<file path="src/sv/pwpt_pkg.sv">
// ----------------------------------------------------------------------------
// pwpt_pkg
// Shared types and constants for the pulse-width coded frame transmitter.
// ----------------------------------------------------------------------------
`default_nettype none

package pwpt_pkg;

  // frame geometry
  localparam int unsigned FRAME_BYTES = 4;
  localparam int unsigned FRAME_BITS  = FRAME_BYTES * 8;
  localparam int unsigned BIT_POS_W   = $clog2(FRAME_BITS);
  localparam logic [BIT_POS_W-1:0] LAST_BIT_POS = BIT_POS_W'(FRAME_BITS - 1);

  // line timing in ticks
  localparam logic [3:0] PREAMBLE_HIGH_TICKS = 4'd10;
  localparam logic [3:0] ONE_HIGH_TICKS      = 4'd2;
  localparam logic [3:0] ZERO_HIGH_TICKS     = 4'd1;

  // battery byte codes
  localparam logic [7:0] BAT_NONE  = 8'd0;
  localparam logic [7:0] BAT_BASE  = 8'd8;
  localparam logic [7:0] BAT_ONE   = 8'd11;
  localparam logic [7:0] BAT_TWO   = 8'd22;
  localparam logic [7:0] BAT_THREE = 8'd33;
  localparam logic [7:0] BAT_FOUR  = 8'd44;
  localparam logic [7:0] BAT_FIVE  = 8'd55;

  // op codes of an input word
  localparam logic OP_TICK = 1'b0;
  localparam logic OP_SEND = 1'b1;

  // register file
  localparam int unsigned ADDR_W = 5;
  localparam logic [2:0] REG_DEVICE_ID       = 3'd0;
  localparam logic [2:0] REG_THRESHOLD_ONE   = 3'd1;
  localparam logic [2:0] REG_THRESHOLD_TWO   = 3'd2;
  localparam logic [2:0] REG_THRESHOLD_THREE = 3'd3;
  localparam logic [2:0] REG_THRESHOLD_FOUR  = 3'd4;
  localparam logic [2:0] REG_THRESHOLD_FIVE  = 3'd5;

  typedef enum logic [1:0] {
    PH_PRE_HIGH = 2'd0,
    PH_PRE_LOW  = 2'd1,
    PH_BIT_HIGH = 2'd2,
    PH_BIT_LOW  = 2'd3
  } phase_t;

  typedef struct packed {
    logic [7:0] device_id;
    logic [9:0] threshold_one;
    logic [9:0] threshold_two;
    logic [9:0] threshold_three;
    logic [9:0] threshold_four;
    logic [9:0] threshold_five;
  } cfg_t;

  typedef struct packed {
    logic line_level;
    logic busy_res;
    logic accepted;
    logic frame_done;
  } result_t;

endpackage

`default_nettype wire

</file>
<file path="src/sv/pwpt_regs.sv">
// ----------------------------------------------------------------------------
// pwpt_regs
// APB register file: device id and the five battery thresholds.
// ----------------------------------------------------------------------------
`default_nettype none

module pwpt_regs (
  input  wire logic                        clk,
  input  wire logic                        rst,
  input  wire logic                        psel,
  input  wire logic                        penable,
  input  wire logic                        pwrite,
  input  wire logic [pwpt_pkg::ADDR_W-1:0] paddr,
  input  wire logic [31:0]                 pwdata,
  output logic      [31:0]                 prdata,
  output logic                             pready,
  output pwpt_pkg::cfg_t                   cfg
);

  logic       wr_en;
  logic [2:0] reg_idx;

  assign pready  = 1'b1;
  assign wr_en   = psel & penable & pwrite;
  assign reg_idx = paddr[pwpt_pkg::ADDR_W-1:2];

  // register writes
  always_ff @(posedge clk) begin
    if (rst) begin
      cfg <= '0;
    end else if (wr_en) begin
      case (reg_idx)
        pwpt_pkg::REG_DEVICE_ID:       cfg.device_id       <= pwdata[7:0];
        pwpt_pkg::REG_THRESHOLD_ONE:   cfg.threshold_one   <= pwdata[9:0];
        pwpt_pkg::REG_THRESHOLD_TWO:   cfg.threshold_two   <= pwdata[9:0];
        pwpt_pkg::REG_THRESHOLD_THREE: cfg.threshold_three <= pwdata[9:0];
        pwpt_pkg::REG_THRESHOLD_FOUR:  cfg.threshold_four  <= pwdata[9:0];
        pwpt_pkg::REG_THRESHOLD_FIVE:  cfg.threshold_five  <= pwdata[9:0];
        default: ;
      endcase
    end
  end

  // read mux
  always_comb begin
    case (reg_idx)
      pwpt_pkg::REG_DEVICE_ID:       prdata = {24'd0, cfg.device_id};
      pwpt_pkg::REG_THRESHOLD_ONE:   prdata = {22'd0, cfg.threshold_one};
      pwpt_pkg::REG_THRESHOLD_TWO:   prdata = {22'd0, cfg.threshold_two};
      pwpt_pkg::REG_THRESHOLD_THREE: prdata = {22'd0, cfg.threshold_three};
      pwpt_pkg::REG_THRESHOLD_FOUR:  prdata = {22'd0, cfg.threshold_four};
      pwpt_pkg::REG_THRESHOLD_FIVE:  prdata = {22'd0, cfg.threshold_five};
      default:                       prdata = 32'd0;
    endcase
  end

endmodule

`default_nettype wire

</file>
<file path="src/sv/pwpt_frame_build.sv">
// ----------------------------------------------------------------------------
// pwpt_frame_build
// Builds the 32-bit frame word: id, code, battery byte and their byte sum.
// ----------------------------------------------------------------------------
`default_nettype none

module pwpt_frame_build (
  input  wire pwpt_pkg::cfg_t                   cfg,
  input  wire logic [7:0]                       message_code,
  input  wire logic                             report_battery,
  input  wire logic [9:0]                       battery_reading,
  output logic      [pwpt_pkg::FRAME_BITS-1:0]  frame
);

  logic [7:0] level;
  logic [7:0] bat;
  logic [7:0] sum;

  // classify reading, highest-numbered matching threshold wins
  always_comb begin
    level = pwpt_pkg::BAT_BASE;
    if (battery_reading <= cfg.threshold_one)   level = pwpt_pkg::BAT_ONE;
    if (battery_reading <= cfg.threshold_two)   level = pwpt_pkg::BAT_TWO;
    if (battery_reading <= cfg.threshold_three) level = pwpt_pkg::BAT_THREE;
    if (battery_reading <= cfg.threshold_four)  level = pwpt_pkg::BAT_FOUR;
    if (battery_reading <= cfg.threshold_five)  level = pwpt_pkg::BAT_FIVE;
  end

  assign bat = report_battery ? level : pwpt_pkg::BAT_NONE;

  // modulo-256 checksum
  assign sum   = cfg.device_id + message_code + bat;
  assign frame = {sum, bat, message_code, cfg.device_id};

endmodule

`default_nettype wire

</file>
<file path="src/sv/pwpt_sequencer.sv">
// ----------------------------------------------------------------------------
// pwpt_sequencer
// Frame state machine: preamble, then pulse-width coded bits, one tick a step.
// ----------------------------------------------------------------------------
`default_nettype none

module pwpt_sequencer (
  input  wire logic                            clk,
  input  wire logic                            rst,
  input  wire logic                            step,
  input  wire logic                            op,
  input  wire logic [pwpt_pkg::FRAME_BITS-1:0] frame,
  output pwpt_pkg::result_t                    res
);

  pwpt_pkg::phase_t                   phase, phase_next;
  logic [3:0]                         tick_count, tick_count_next;
  logic [pwpt_pkg::BIT_POS_W-1:0]     bit_position, bit_position_next;
  logic                               sending, sending_next;
  logic [pwpt_pkg::FRAME_BITS-1:0]    frame_shift, frame_shift_next;
  logic [3:0]                         tick_inc;
  logic [3:0]                         need;

  assign tick_inc = tick_count + 4'd1;
  assign need     = frame_shift[bit_position] ? pwpt_pkg::ONE_HIGH_TICKS
                                              : pwpt_pkg::ZERO_HIGH_TICKS;

  // state registers, advanced once per accepted word
  always_ff @(posedge clk) begin
    if (rst) begin
      phase        <= pwpt_pkg::PH_PRE_HIGH;
      tick_count   <= '0;
      bit_position <= '0;
      sending      <= 1'b0;
    end else if (step) begin
      phase        <= phase_next;
      tick_count   <= tick_count_next;
      bit_position <= bit_position_next;
      sending      <= sending_next;
    end
  end

  // frame word needs no reset, it is only read while sending
  always_ff @(posedge clk) begin
    if (step) begin
      frame_shift <= frame_shift_next;
    end
  end

  // next state and result
  always_comb begin
    phase_next        = phase;
    tick_count_next   = tick_count;
    bit_position_next = bit_position;
    sending_next      = sending;
    frame_shift_next  = frame_shift;
    res               = '0;

    if (op == pwpt_pkg::OP_SEND) begin
      // send request: load when idle, reject when busy
      if (!sending) begin
        frame_shift_next  = frame;
        bit_position_next = '0;
        phase_next        = pwpt_pkg::PH_PRE_HIGH;
        tick_count_next   = '0;
        sending_next      = 1'b1;
        res.accepted      = 1'b1;
      end
      res.busy_res = 1'b1;
    end else if (sending) begin
      res.busy_res = 1'b1;
      case (phase)
        pwpt_pkg::PH_PRE_HIGH: begin
          res.line_level = 1'b1;
          if (tick_inc >= pwpt_pkg::PREAMBLE_HIGH_TICKS) begin
            phase_next      = pwpt_pkg::PH_PRE_LOW;
            tick_count_next = '0;
          end else begin
            tick_count_next = tick_inc;
          end
        end
        pwpt_pkg::PH_PRE_LOW: begin
          phase_next        = pwpt_pkg::PH_BIT_HIGH;
          tick_count_next   = '0;
          bit_position_next = '0;
        end
        pwpt_pkg::PH_BIT_HIGH: begin
          res.line_level = 1'b1;
          if (tick_inc >= need) begin
            phase_next      = pwpt_pkg::PH_BIT_LOW;
            tick_count_next = '0;
          end else begin
            tick_count_next = tick_inc;
          end
        end
        pwpt_pkg::PH_BIT_LOW: begin
          tick_count_next = '0;
          if (bit_position == pwpt_pkg::LAST_BIT_POS) begin
            res.frame_done    = 1'b1;
            sending_next      = 1'b0;
            phase_next        = pwpt_pkg::PH_PRE_HIGH;
            bit_position_next = '0;
          end else begin
            bit_position_next = bit_position + 1'b1;
            phase_next        = pwpt_pkg::PH_BIT_HIGH;
          end
        end
        default: begin
          phase_next = pwpt_pkg::PH_PRE_HIGH;
        end
      endcase
    end
  end

endmodule

`default_nettype wire

</file>
<file path="src/sv/pulse_width_packet_transmitter.sv">
// ----------------------------------------------------------------------------
// pulse_width_packet_transmitter
// Pulse-width coded four-byte frame transmitter driven by tick words.
// ----------------------------------------------------------------------------
// Every input word (a tick or a send request) produces exactly one result word,
// and one input word is taken per clock cycle unless the output side stalls.
// The result of a word is computed in the cycle it is accepted and sits in the
// output register from the next cycle on; a new input word is taken in the same
// cycle the output register is emptied, so the rate is set only by stalls on the
// output side. A send request loads the frame (device id, code, battery byte,
// checksum) and each following tick word steps the line through the preamble
// and the 32 coded bits. Write the registers only while no frame is being sent.
`default_nettype none

module pulse_width_packet_transmitter (
  input  wire logic                        clk,
  input  wire logic                        rst,
  // input channel
  input  wire logic                        in_valid,
  output logic                             in_stall,
  input  wire logic                        op,
  input  wire logic [7:0]                  message_code,
  input  wire logic                        report_battery,
  input  wire logic [9:0]                  battery_reading,
  // result channel
  output logic                             out_valid,
  input  wire logic                        out_stall,
  output logic                             line_level,
  output logic                             busy_res,
  output logic                             accepted,
  output logic                             frame_done,
  // configuration port
  input  wire logic                        psel,
  input  wire logic                        penable,
  input  wire logic                        pwrite,
  input  wire logic [pwpt_pkg::ADDR_W-1:0] paddr,
  input  wire logic [31:0]                 pwdata,
  output logic      [31:0]                 prdata,
  output logic                             pready
);

  pwpt_pkg::cfg_t                   cfg;
  logic [pwpt_pkg::FRAME_BITS-1:0]  frame;
  pwpt_pkg::result_t                res;
  pwpt_pkg::result_t                res_q;
  logic                             step;

  pwpt_regs u_regs (
    .clk     (clk),
    .rst     (rst),
    .psel    (psel),
    .penable (penable),
    .pwrite  (pwrite),
    .paddr   (paddr),
    .pwdata  (pwdata),
    .prdata  (prdata),
    .pready  (pready),
    .cfg     (cfg)
  );

  pwpt_frame_build u_frame_build (
    .cfg             (cfg),
    .message_code    (message_code),
    .report_battery  (report_battery),
    .battery_reading (battery_reading),
    .frame           (frame)
  );

  pwpt_sequencer u_sequencer (
    .clk   (clk),
    .rst   (rst),
    .step  (step),
    .op    (op),
    .frame (frame),
    .res   (res)
  );

  // take a word whenever the output register is free or being drained
  assign in_stall = out_valid & out_stall;
  assign step     = in_valid & ~in_stall;

  // output register valid
  always_ff @(posedge clk) begin
    if (rst) begin
      out_valid <= 1'b0;
    end else if (step) begin
      out_valid <= 1'b1;
    end else if (!out_stall) begin
      out_valid <= 1'b0;
    end
  end

  // output register payload
  always_ff @(posedge clk) begin
    if (step) begin
      res_q <= res;
    end
  end

  assign line_level = res_q.line_level;
  assign busy_res   = res_q.busy_res;
  assign accepted   = res_q.accepted;
  assign frame_done = res_q.frame_done;

endmodule

`default_nettype wire

</file>
<file path="config.mk">
export PLATFORM = sky130hd
export DESIGN_NAME = pulse_width_packet_transmitter
export DESIGN_NICKNAME = d
export VERILOG_FILES = /design/src/sv/pwpt_pkg.sv /design/src/sv/pwpt_regs.sv /design/src/sv/pwpt_frame_build.sv /design/src/sv/pwpt_sequencer.sv /design/src/sv/pulse_width_packet_transmitter.sv
export SDC_FILE = /design/constraint.sdc
export NUM_CORES = 1
export LEC_CHECK = 0
export CORE_AREA = 2 2 95 134
export DETAILED_ROUTE_END_ITERATION = 8
export DIE_AREA = 0 0 97 136
export DONT_BUFFER_PORTS = 1
export PLACE_DENSITY = 0.82
export SETUP_SLACK_MARGIN = 0.3
export SLEW_MARGIN = 0
export SYNTH_ARGS = -nofsm -noshare
export SYNTH_HDL_FRONTEND = slang
export SYNTH_SLANG_ARGS = --single-unit
</file>
<file path="constraint.sdc">
create_clock -name clk -period 10.2 [get_ports clk]
set_clock_uncertainty 0.05 [all_clocks]
set_input_delay 1.02 -clock clk [delete_from_list [all_inputs] [get_ports clk]]
set_output_delay 1.02 -clock clk [all_outputs]
set_load 0.01 [all_outputs]
</file>
# Yosys cells after proc, flatten, opt, wreduce, memory -nomap -nowiden
# Cells that the tools add are included.
# Widths: inputs -> output; s select.
word_totals:
  regBits: 107
  in_bits: 64
  out_inout_bits: 39
  wordCells: 104
op_classes:
  n_addsub: 4
  magnitude_cmp: 8
  eq_ne: 13
  mux: 38
  bitwise_logic: 7
  n_reduce_logical: 18
ops:
  columns: ["operator", "n"]
  rows:
  - ["$pmux 10 s6", 1]
  - ["$le 10x10->1", 5]
  - ["$mux 5", 5]
  - ["$mux 6", 4]
  - ["$mux 4", 5]
  - ["$add 8x8->8", 2]
  - ["$mux 2", 8]
  - ["$pmux 4 s3", 1]
  - ["$reduce_and 2->1", 6]
  - ["$mux 1", 11]
  - ["$pmux 5 s2", 1]
  - ["$pmux 2 s4", 1]
  - ["$eq 3x2->1 const B", 2]
  - ["$eq 3x3->1 const B", 2]
  - ["$lt 5x6->1 const B", 1]
  - ["$ne 3x2->1 const B", 2]
  - ["$reduce_and 3->1", 2]
  - ["$reduce_or 2->1", 3]
  - ["$add 5x1->5 const B", 1]
  - ["$bmux 1 s5", 1]
  - ["$eq 5x5->1 const B", 1]
  - ["$reduce_and 5->1", 1]
  - ["$add 4x1->4 const B", 1]
  - ["$and 1x1->1", 4]
  - ["14 further kinds", 17]

# Depth between registers and ports, before layout
# Gate-level depths: netlist of the first run.
depth:
  word_depth: 8
  depth_mapped: 19
  ltp_nobuf: 19

# Cells and area by module
# From an unflattened synthesis of the first run, not the netlist that was laid out.
unflattened:
  cells_unflattened: 696
  area_unflattened_um2: 7055.5
by_module_without_submodules:
  columns: ["module", "instances", "cells_each", "area_per_inst_um2", "seq_area_each_um2"]
  rows:
  - ["pwpt_regs", 1, 294, 3007.9, 1161.1]
  - ["pwpt_sequencer", 1, 144, 1994.4, 1201.2]
  - ["pwpt_frame_build", 1, 249, 1886.8, 0.0]
  - ["pulse_width_packet_transmitter", 1, 9, 166.4, 140.1]

# Worst setup path after synthesis of the first run
# Ideal clock, no wire load.
synth_path:
  kind: "input port to flip-flop"
  startpoint: "in battery_reading[6]"
  endpoint: "reg u_sequencer.frame_shift[31] (netlist bit), data pin"
  setup_ps: 258
  arrival_ps: 4136
  required_ps: 9892
  setup_slack_ps: 5756
  cell_stages: 16
  n_path_buf: 0
  cell_sequence: "ha_1 > and3_1 > a221oi_1 > a21oi_1 > o31ai_2 > nor2_1 > o31a_1 > fa_1 > inv_1 > fa_1 > nor2b_1 > o21ai_0 > a21boi_0 > o21ai_0 > nand2b_1 > xnor2_1"
synth_between:
  word_cells_on_any_way: 12
  classes_between: "add/sub: 1; order compare: 5; mux: 6"
synth_rtl:
  columns: ["item", "line", "text"]
  rows:
  - ["from (decl)", "pulse_width_packet_transmitter.sv:24", "input wire logic [9:0] battery_reading,"]
  - ["$le 10x10->1", "pwpt_frame_build.sv:23", "if (battery_reading <= cfg.threshold_two) level = pwpt_pkg::BAT_TWO;"]
  - ["$mux 5", "pwpt_frame_build.sv:23", null]
  - ["$mux 6", "pwpt_frame_build.sv:24", "if (battery_reading <= cfg.threshold_three) level = pwpt_pkg::BAT_THREE;"]
  - ["$mux 6", "pwpt_frame_build.sv:25", "if (battery_reading <= cfg.threshold_four) level = pwpt_pkg::BAT_FOUR;"]
  - ["$mux 6 *", "pwpt_frame_build.sv:26", "if (battery_reading <= cfg.threshold_five) level = pwpt_pkg::BAT_FIVE;"]
  - ["$mux 6 *", "pwpt_frame_build.sv:29", "assign bat = report_battery ? level : pwpt_pkg::BAT_NONE;"]
  - ["named net frame (one bit)", "pulse_width_packet_transmitter.sv:43", "logic [pwpt_pkg::FRAME_BITS-1:0] frame;"]
  - ["$add 8x8->8 *", "pwpt_frame_build.sv:32", "assign sum = cfg.device_id + message_code + bat;"]
  - ["named net frame (one bit)", "pulse_width_packet_transmitter.sv:43", null]
  - ["to (signal assigned)", "pwpt_sequencer.sv:46", "frame_shift <= frame_shift_next;"]
  - ["to (decl)", "pwpt_sequencer.sv:20", "logic [pwpt_pkg::FRAME_BITS-1:0] frame_shift, frame_shift_next;"]
# The timed path passes the listed nets; every way through them passes the cells marked *.
# A chain may end at the register's enable or synchronous reset.

# Worst setup path in the final report of the first run
# Ends and elaborated chain as after synthesis.

==> results of run 1 <==
## final cells by class
class | count | area share, %
Multi-Input combinational cell | 470 | 53.4
Sequential cell | 105 | 35.8
Inverter | 67 | 3.69
Clock buffer | 10 | 3.51
Tap cell | 150 | 2.75
Clock inverter | 6 | 0.753
Timing Repair Buffer | 1 | 0.110
## Yosys cell counts, drive strengths merged (2+ instances only)
cell type	n
a211oi	5
buf	30
nor2	85
nand2b	6
edfxtp	34
a21o	10
a21boi	2
dfxtp	71
a211o	2
o21a	2
and3	5
nand3	10
o22ai	8
o31ai	2
a31oi	2
nor2b	14
conb	2
a21oi	28
xnor2	7
inv	67
mux4	9
nor3	11
fa	7
o21ai	18
o22a	3
xor2	3
a22oi	7
mux2i	71
nor3b	2
or3	3
o2111ai	4
nand2	26
o221ai	4
ha	65
and2	4
nand4	8
a221oi	3
clkbuf	17
## per-layer routing
| metal | up-vias | wire length [um] | global-route usage [%] |
|---|---|---|---|
| met4 | 0 | 1050 | 16.2 |
| met2 | 160 | 7870 | 43.0 |
| met3 | 62 | 843 | 5.55 |
| met5 | - | 0 | 0 |
| li1 | 2289 | - | - |
| met1 | 2266 | 5600 | 24.9 |
## flip-flops by register name, indices dropped and copies added (netlist names), 2 cells and up
register,count
u_sequencer.tick_count,4
u_sequencer.frame_shift,30
u_sequencer.bit_position,5
u_sequencer.phase,2
u_regs.cfg,58
## metrics by stage
step	instances	utilization (%)
final	809	56.5
after global placement	793	54.1
after CTS	809	56.5
after detailed placement	793	54.1
after global routing	809	56.5
after floorplan	689	-
## worst max-delay path by stage
stage	slack (ns)	end	startpoint
floorplan	5.76	u_sequencer.frame_shift[31]	battery_reading[6]
global placement	5.45	u_sequencer.frame_shift[31]	battery_reading[6]
detailed placement	5.21	u_sequencer.frame_shift[31]	battery_reading[6]
CTS	5.61	u_sequencer.frame_shift[31]	battery_reading[6]
global route	5.26	u_sequencer.frame_shift[31]	battery_reading[6]
finish	5.56	u_sequencer.frame_shift[31]	battery_reading[6]
## cells by family (layout without fill, tap and decap cells)
| family | after synthesis | after routing | share of synthesized area [%] |
|---|---|---|---|
| AOI/OAI and AO/OA | 108 | 108 | 11.1 |
| xor gates and xnor gates | 10 | 10 | 1.34 |
| adders and majority gates | 72 | 72 | 14.6 |
| and+or+nand+nor | 176 | 176 | 12.7 |
| buffers and inverters | 114 | 84 | 8.08 |
| muxes | 81 | 81 | 14.5 |
| other | 2 | 23 | 0.115 |
| DFF | 105 | 105 | 37.5 |
## worst max-delay path, stage by stage
cell and delay, ns:
ha_1 0.29, and3_1 0.22, a221oi_1 0.26, a21oi_1 0.11, o31ai_2 0.42, nor2_1 0.13
o31a_1 0.30, fa_1 0.53, inv_1 0.07, fa_1 0.46, nor2b_1 0.16, o21ai_0 0.13
a21boi_0 0.31, o21ai_0 0.13, nand2b_1 0.09, xnor2_1 0.07
## power by group through the flow
stage	Clock (mW)	Combinational, mW	Sequential, mW
after floorplan	0	0.0877	0.458
after global placement	0	0.0862	0.459
after detailed placement	0	0.0923	0.460
after CTS	0.340	0.0929	0.450
after global routing	0.356	0.106	0.451
final	0.334	0.0930	0.450
==> impl_metrics.csv, run 1 <==
group,metric,value,unit
status,status,"finished clean",
global_route,grt_pass1_vias,4985,
clocking,htree_levels,3,
routing,drt-initial-drc-count,242,
logic_synthesis,synth-seq-area-share,37.5,%
routing,wl_per_cell,19.0,um
logic_synthesis,synth.avg_cell_area,9.75,um2
global_route,grt_max_degree,72,
worst_setup_path,rr_startpoint,"u_regs.cfg[23]",
clocking,path_clk_slew,0.07,ns
clocking,cts_sinks,105,
logic_synthesis,yosysTopAreaCell,"dfxtp_1",
flow_run,cap_violations,0,
sta,fin_tns_setup,0,ns
global_route,antenna_found_initial,0,
logic_synthesis,synth_edf_count,34,
place,pre_cts_slack,5.21,ns
routing,ant_nets,0,
finish,multi_input_area,3640,um2
sta,worst_pin_slew,1.20,ns
sta,setup_viol,0,
sta,relSlewSlack,19.7,%
worst_setup_path,worstSetupStartpointType,"input port",
clocking,cts_made_buffers,9,
global_route,grt_overflow_total,0,
finish,area_delta_synth_final,4.59,%
sta,rsz0062_at_grt,"no",
pwr,p_leak,2.66,nW
worst_hold_path,min_from,"u_sequencer.tick_count[2]",
worst_setup_path,end_kind,"flop",
logic_synthesis,ys_warn_count,0,
clocking,clk_path_buf_depth,2,
finish,design_area,6820,um2
worst_hold_path,whs_path_depth,2,
logic_synthesis,synthArstFlopShare,0,%
place,dp_hpwl,12000,um
floorplanning,core-area,12100,um2
logic_synthesis,synthesis.area,6520,um2
logic_synthesis,synth.distinct_cells,57,
clocking,cts_resized,0,
sta,hold_violations,0,
worst_setup_path,crit_type,"in -> reg",
floorplanning,num_rows,48,
pwr,p_comb_share,10.6,%
worst_setup_path,worstReg2RegEnd,"u_sequencer.frame_shift[31]",
floorplanning,start_util,54.0,%
finish,drive_above_1_share,4.70,%
finish,nFillCells,1014,
worst_setup_path,arrival,4.70,ns
clocking,root_buffer,"clkbuf_16",
worst_hold_path,whs_endpoint,"u_sequencer.tick_count[2]",
logic_synthesis,synth_seq_cells,105,
clocking,tritoncts,"done",
clocking,cts_setup_buffers,0,
finish,layout.cells.most_common_list,"82 x nor2_1, 71 x mux2i_1, 71 x dfxtp_1, 67 x inv_1, 65 x ha_1",
logic_synthesis,syn_inst,668,
pwr,p_sw_share,24.8,%
pwr,power,0.877,mW
pwr,power_density,129,nW/um2
floorplanning,die_w,97,um
pwr,power_switching,0.217,mW
worst_setup_path,required,10.27,ns
worst_setup_path,reg2reg_depth,17,
sta,min_period_over_period,45.5,%
finish,nets,790,
sta,hold_slack,0.451,ns
floorplanning,fp.dieArea,13200,um2
place,place_area,6530,um2
routing,via_count,4777,
pwr,seqPwrFrac,51.3,%
worst_setup_path,regToRegSetupSlack,5.81,ns
routing,drc,0,
logic_synthesis,synth_flop_cell,"dfxtp_1",
worst_hold_path,holdCritPathClass,"reg -> reg",
sta,slew_violations,0,
place,gp_congestion,0.929,
clocking,clk_latency,0.36,ns
global_route,grt_pass1_wl,24700,um
finish,layout_commonest_cell,"nor2_1",
sta,timing.fmax,216,MHz
logic_synthesis,yosysTopAreaCellShare,21.8,%
clocking,cts_hold_buf,0,
sta,fin_crit,4.64,ns
place,io_buffer_count,0,
pwr,ir_drop,0.0000859,V
finish,seqCellArea,2440,um2
global_route,track_usage,24.0,%
sta,setup_ws,5.56,ns
floorplanning,boundaryPins,103,
routing,wirelength,15400,um
routing,vias_per_cell,5.90,
worst_setup_path,cp_max_fo,6,
logic_synthesis,ys_top_cells_by_area,"dfxtp_1 22%, edfxtp_1 16%, ha_1 12%",
floorplanning,die-height,136,um
routing,drt_pass1_iterations,4,
pwr,p_clk_share,38.1,%
pwr,p_int,0.660,mW
finish,antennaDiodeCount,0,
Power figures use the tool's default switching activity.
==> inputs of run 2 (changes only) <==
ABC_AREA = 1   (was not set)
CORE_AREA = 2 2 94 132   (was 2 2 95 134)
DIE_AREA = 0 0 96 134   (was 0 0 97 136)
PLACE_DENSITY = 0.84   (was 0.82)
clock period = 4 ns   (was 10.2 ns; I/O delays follow)
==> run 2 against run 1 <==
Power rose to 2.8 times the previous value; largest cell class unchanged; largest power group unchanged; hold slack lost 0.40 ns; sequential cell count stayed put; core utilization is 0.99 points higher; synthesized cell count rose by 17%.
==> impl_metrics.csv, run 2 <==
group,metric,value,unit
worst_setup_path,cpMaxStageDelayCell,"fa_1",
logic_synthesis,synth_seq_cells,105,
floorplanning,die-height,134,um
logic_synthesis,synth-seq-area-share,38.7,%
routing,met1Wirelength,5500,um
pwr,power_density,364,nW/um2
place,dp.cells,916,
global_route,grt_pass1_vias,4821,
routing,dr_wl_met2,7710,um
clocking,htree_levels,3,
global_route,grt_max_degree,63,
logic_synthesis,synth_flop_cell,"dfxtp_1",
global_route,grt_pass1_wl,23300,um
flow_run,cap_violations,0,
logic_synthesis,ys_warn_count,0,
finish,final_cell_count_no_fill,934,
logic_synthesis,synthArstFlopShare,0,%
pwr,ir_drop,0.000258,V
worst_setup_path,cp_common_cell,"nand2_1",
finish,seqCellArea,2440,um2
finish,area_delta_synth_final,6.59,%
sta,min_period_over_period,88.9,%
worst_hold_path,holdCritPathClass,"in -> reg",
floorplanning,die_w,96,um
logic_synthesis,synth.distinct_cells,32,
worst_setup_path,crit_family,"adder cells",
routing,drt-initial-drc-count,376,
worst_setup_path,crit_type,"reg -> reg",
routing,ant_nets,0,
worst_setup_path,critPathMaxStageDelay,0.43,ns
clocking,cts_made_buffers,9,
sta,setup_viol,0,
finish,layout.cells.most_common_list,"102 x inv_1, 97 x nand2_1, 86 x a21oi_1, 80 x nor2_1, 80 x o21ai_0",
logic_synthesis,yosysTopAreaCellShare,22.5,%
clocking,cts_hold_buf,0,
global_route,track_usage,23.8,%
logic_synthesis,synth_edf_count,34,
place,io_buffer_count,0,
worst_setup_path,cp_max_fo,4,
logic_synthesis,synthMuxAreaShare,0,%
finish,reg.largest.list,"u_regs.cfg: 58 flops, u_sequencer.frame_shift: 30 flops, u_sequencer.bit_position: 5 flops",
finish,layout_commonest_cell,"inv_1",
place,dp_hpwl,11100,um
clocking,path_clk_slew,0.07,ns
sta,fin_tns_setup,0,ns
clocking,tritoncts,"done",
finish,largest_register,"u_regs.cfg",
floorplanning,boundaryPins,103,
routing,drt_pass1_iterations,6,
finish,drive_above_1_share,6.61,%
worst_setup_path,path_cells,"inv_1 -> ha_1 -> nand2_1 -> inv_1 -> a21oi_1 -> nand2_1 -> nor2_1 -> nor2_2 -> nand2_1 -> nand3_1 -> nand2_1 -> nand2_1 -> fa_1 -> inv_1 -> ha_1 -> inv_1 -> fa_1 -> o21ai_2 -> nand2_1 -> nand2_1 -> a21oi_1 -> xor2_1",
logic_synthesis,synth.avg_cell_area,8.06,um2
status,status,"finished clean",
logic_synthesis,synth_most_common_cell,"inv_1",
worst_setup_path,crit_buf_inv,4,
logic_synthesis,synth_top_family_by_area,"compound AO/OA/AOI/OAI gates",
clocking,root_buffer,"clkbuf_16",
global_route,grt_overflow_total,0,
place,gp_congestion,0.911,
floorplanning,fp.dieArea,12900,um2
logic_synthesis,syn_inst,783,
clocking,clk_path_buf_depth,2,
worst_setup_path,required,4.05,ns
logic_synthesis,ys_top_cells_by_area,"dfxtp_1 23%, edfxtp_1 16%, ha_1 13%",
routing,vias_per_cell,5.62,
floorplanning,start_util,53.9,%
floorplanning,num_rows,47,
finish,antennaDiodeCount,0,
routing,wl_per_cell,16.2,um
global_route,antenna_found_initial,0,
sta,rsz0062_at_grt,"no",
logic_synthesis,synth_xor_area_share,1.25,%
sta,fin_crit,3.56,ns
sta,relSlewSlack,54.4,%
sta,timing.fmax,281,MHz
routing,drc,0,
logic_synthesis,yosysTopAreaCell,"dfxtp_1",
finish,nFillCells,1013,
logic_synthesis,synthesis.area,6310,um2
clocking,cts_sinks,105,
logic_synthesis,synth_compound_area_share,18.7,%
clocking,clk_latency,0.36,ns
finish,largest_reg_flops,58,
routing,route.top_layer_used,"met4",
logic_synthesis,synth_simple_gate_area_share,14.9,%
routing,wl_met3,1300,um
floorplanning,core-area,11700,um2
finish,multi_input_area,3290,um2
sta,worst_pin_slew,0.682,ns
sta,slew_violations,0,
sta,hold_violations,0,
logic_synthesis,synth_adder_area_share,15.1,%
routing,via_count,5248,
worst_setup_path,worstSetupStartpointType,"flop",
logic_synthesis,synthTopCellsByCount,"104 x inv_1, 98 x nand2_1, 88 x a21oi_1, 85 x nor2_1, 82 x o21ai_0",
worst_setup_path,end_kind,"flop",
routing,wirelength,15100,um
finish,nets,918,
worst_setup_path,arrival,3.61,ns
pwr,p_leak,2.77,nW
==> run 2: cell types whose count changed after synthesis, sizes merged, moves of 14 or more <==
cell   previous run  this run
inv              67       117
nand3            10        24
nand2            26        98
a21oi            28        88
nor2b            14         0
o21ai            18        82
mux2i            71         0
==> run 2: worst reg2reg max path: cells and delay by family (launching register included) <==
family                   cells  cell delay, ns
XOR/XNOR                     1            0.14
AO/OA/AOI/OAI                3            0.43
flip-flops                   1            0.33
AND/OR/NAND/NOR             10            0.89
adder cells (fa/ha/maj)      4            1.24
buffers and inverters        4            0.24
==> run 2: path summary, 6_finish.rpt <==
| path | from | to | slack (ns) | cells after the start |
|---|---|---|---|---|
| worst min register to register | u_regs.cfg[50] | u_sequencer.frame_shift[0] | 0.38 | 0 |
| worst max-delay path | u_regs.cfg[29] | u_sequencer.frame_shift[31] | 0.44 | 22 |
| worst min-delay path | rst | u_sequencer.sending | 0.05 | 1 |
| worst max register to register | u_regs.cfg[29] | u_sequencer.frame_shift[31] | 0.44 | 22 |
==> run 2: area by class of cell <==
| cell class | count | area share (%) |
|---|---|---|
| Sequential cell | 105 | 36.3 |
| Clock inverter | 6 | 1.34 |
| Tap cell | 147 | 2.74 |
| Clock buffer | 10 | 3.41 |
| Inverter | 117 | 6.53 |
| Timing Repair Buffer | 6 | 0.670 |
| Multi-Input combinational cell | 543 | 49.0 |
==> run 2: cell families (layout without fill, tap and decap cells) <==
kind of cell	after synthesis	after routing
simple gates	225	225
compound gates	214	214
buf+inv	156	139
flops	105	105
fa+ha+maj	72	72
xor+xnor	9	9
other cells	2	23
==> run 2: report_power, final <==
part | internal, mW | switching, mW
Clock | 0.553 | 0.410
Sequential | 1.14 | 0.0175
Combinational | 0.117 | 0.208
==> run 2: what timing repair did <==
action / 4_1_cts / 5_1_grt
gates cloned: 0 / 0
endpoints found under the setup margin: 1 / 2
pin swaps: 0 / 2
buffers inserted: 0 / 2
endpoints found under the hold margin: 0 / 0
gates resized for setup: 4 / 12
==> run 2: through the flow <==
| step | setup slack (ns) | utilization [%] | instance area (um2) | hold WS (ns) | power, mW |
|---|---|---|---|---|---|
| 3_3_place_gp | 0.168 | 54.1 | 6330 | 0.365 | 1.47 |
| 6_report | 0.442 | 57.4 | 6720 | 0.0496 | 2.45 |
| 4_1_cts | 0.372 | 56.9 | 6660 | 0.0449 | 2.44 |
| 5_1_grt | 0.289 | 57.4 | 6720 | 0.0437 | 2.54 |
| 3_5_place_dp | 0.0991 | 54.1 | 6330 | 0.366 | 1.49 |
| 2_1_floorplan | 0.654 | - | 6390 | 0.358 | 1.44 |
==> run 2: metal layers <==
| layer | GRT usage, % | vias to the layer above |
|---|---|---|
| met5 | 0 | - |
| met1 | 26.6 | 2402 |
| met3 | 7.30 | 41 |
| met4 | 11.7 | 0 |
| li1 | - | 2584 |
| met2 | 40.1 | 221 |
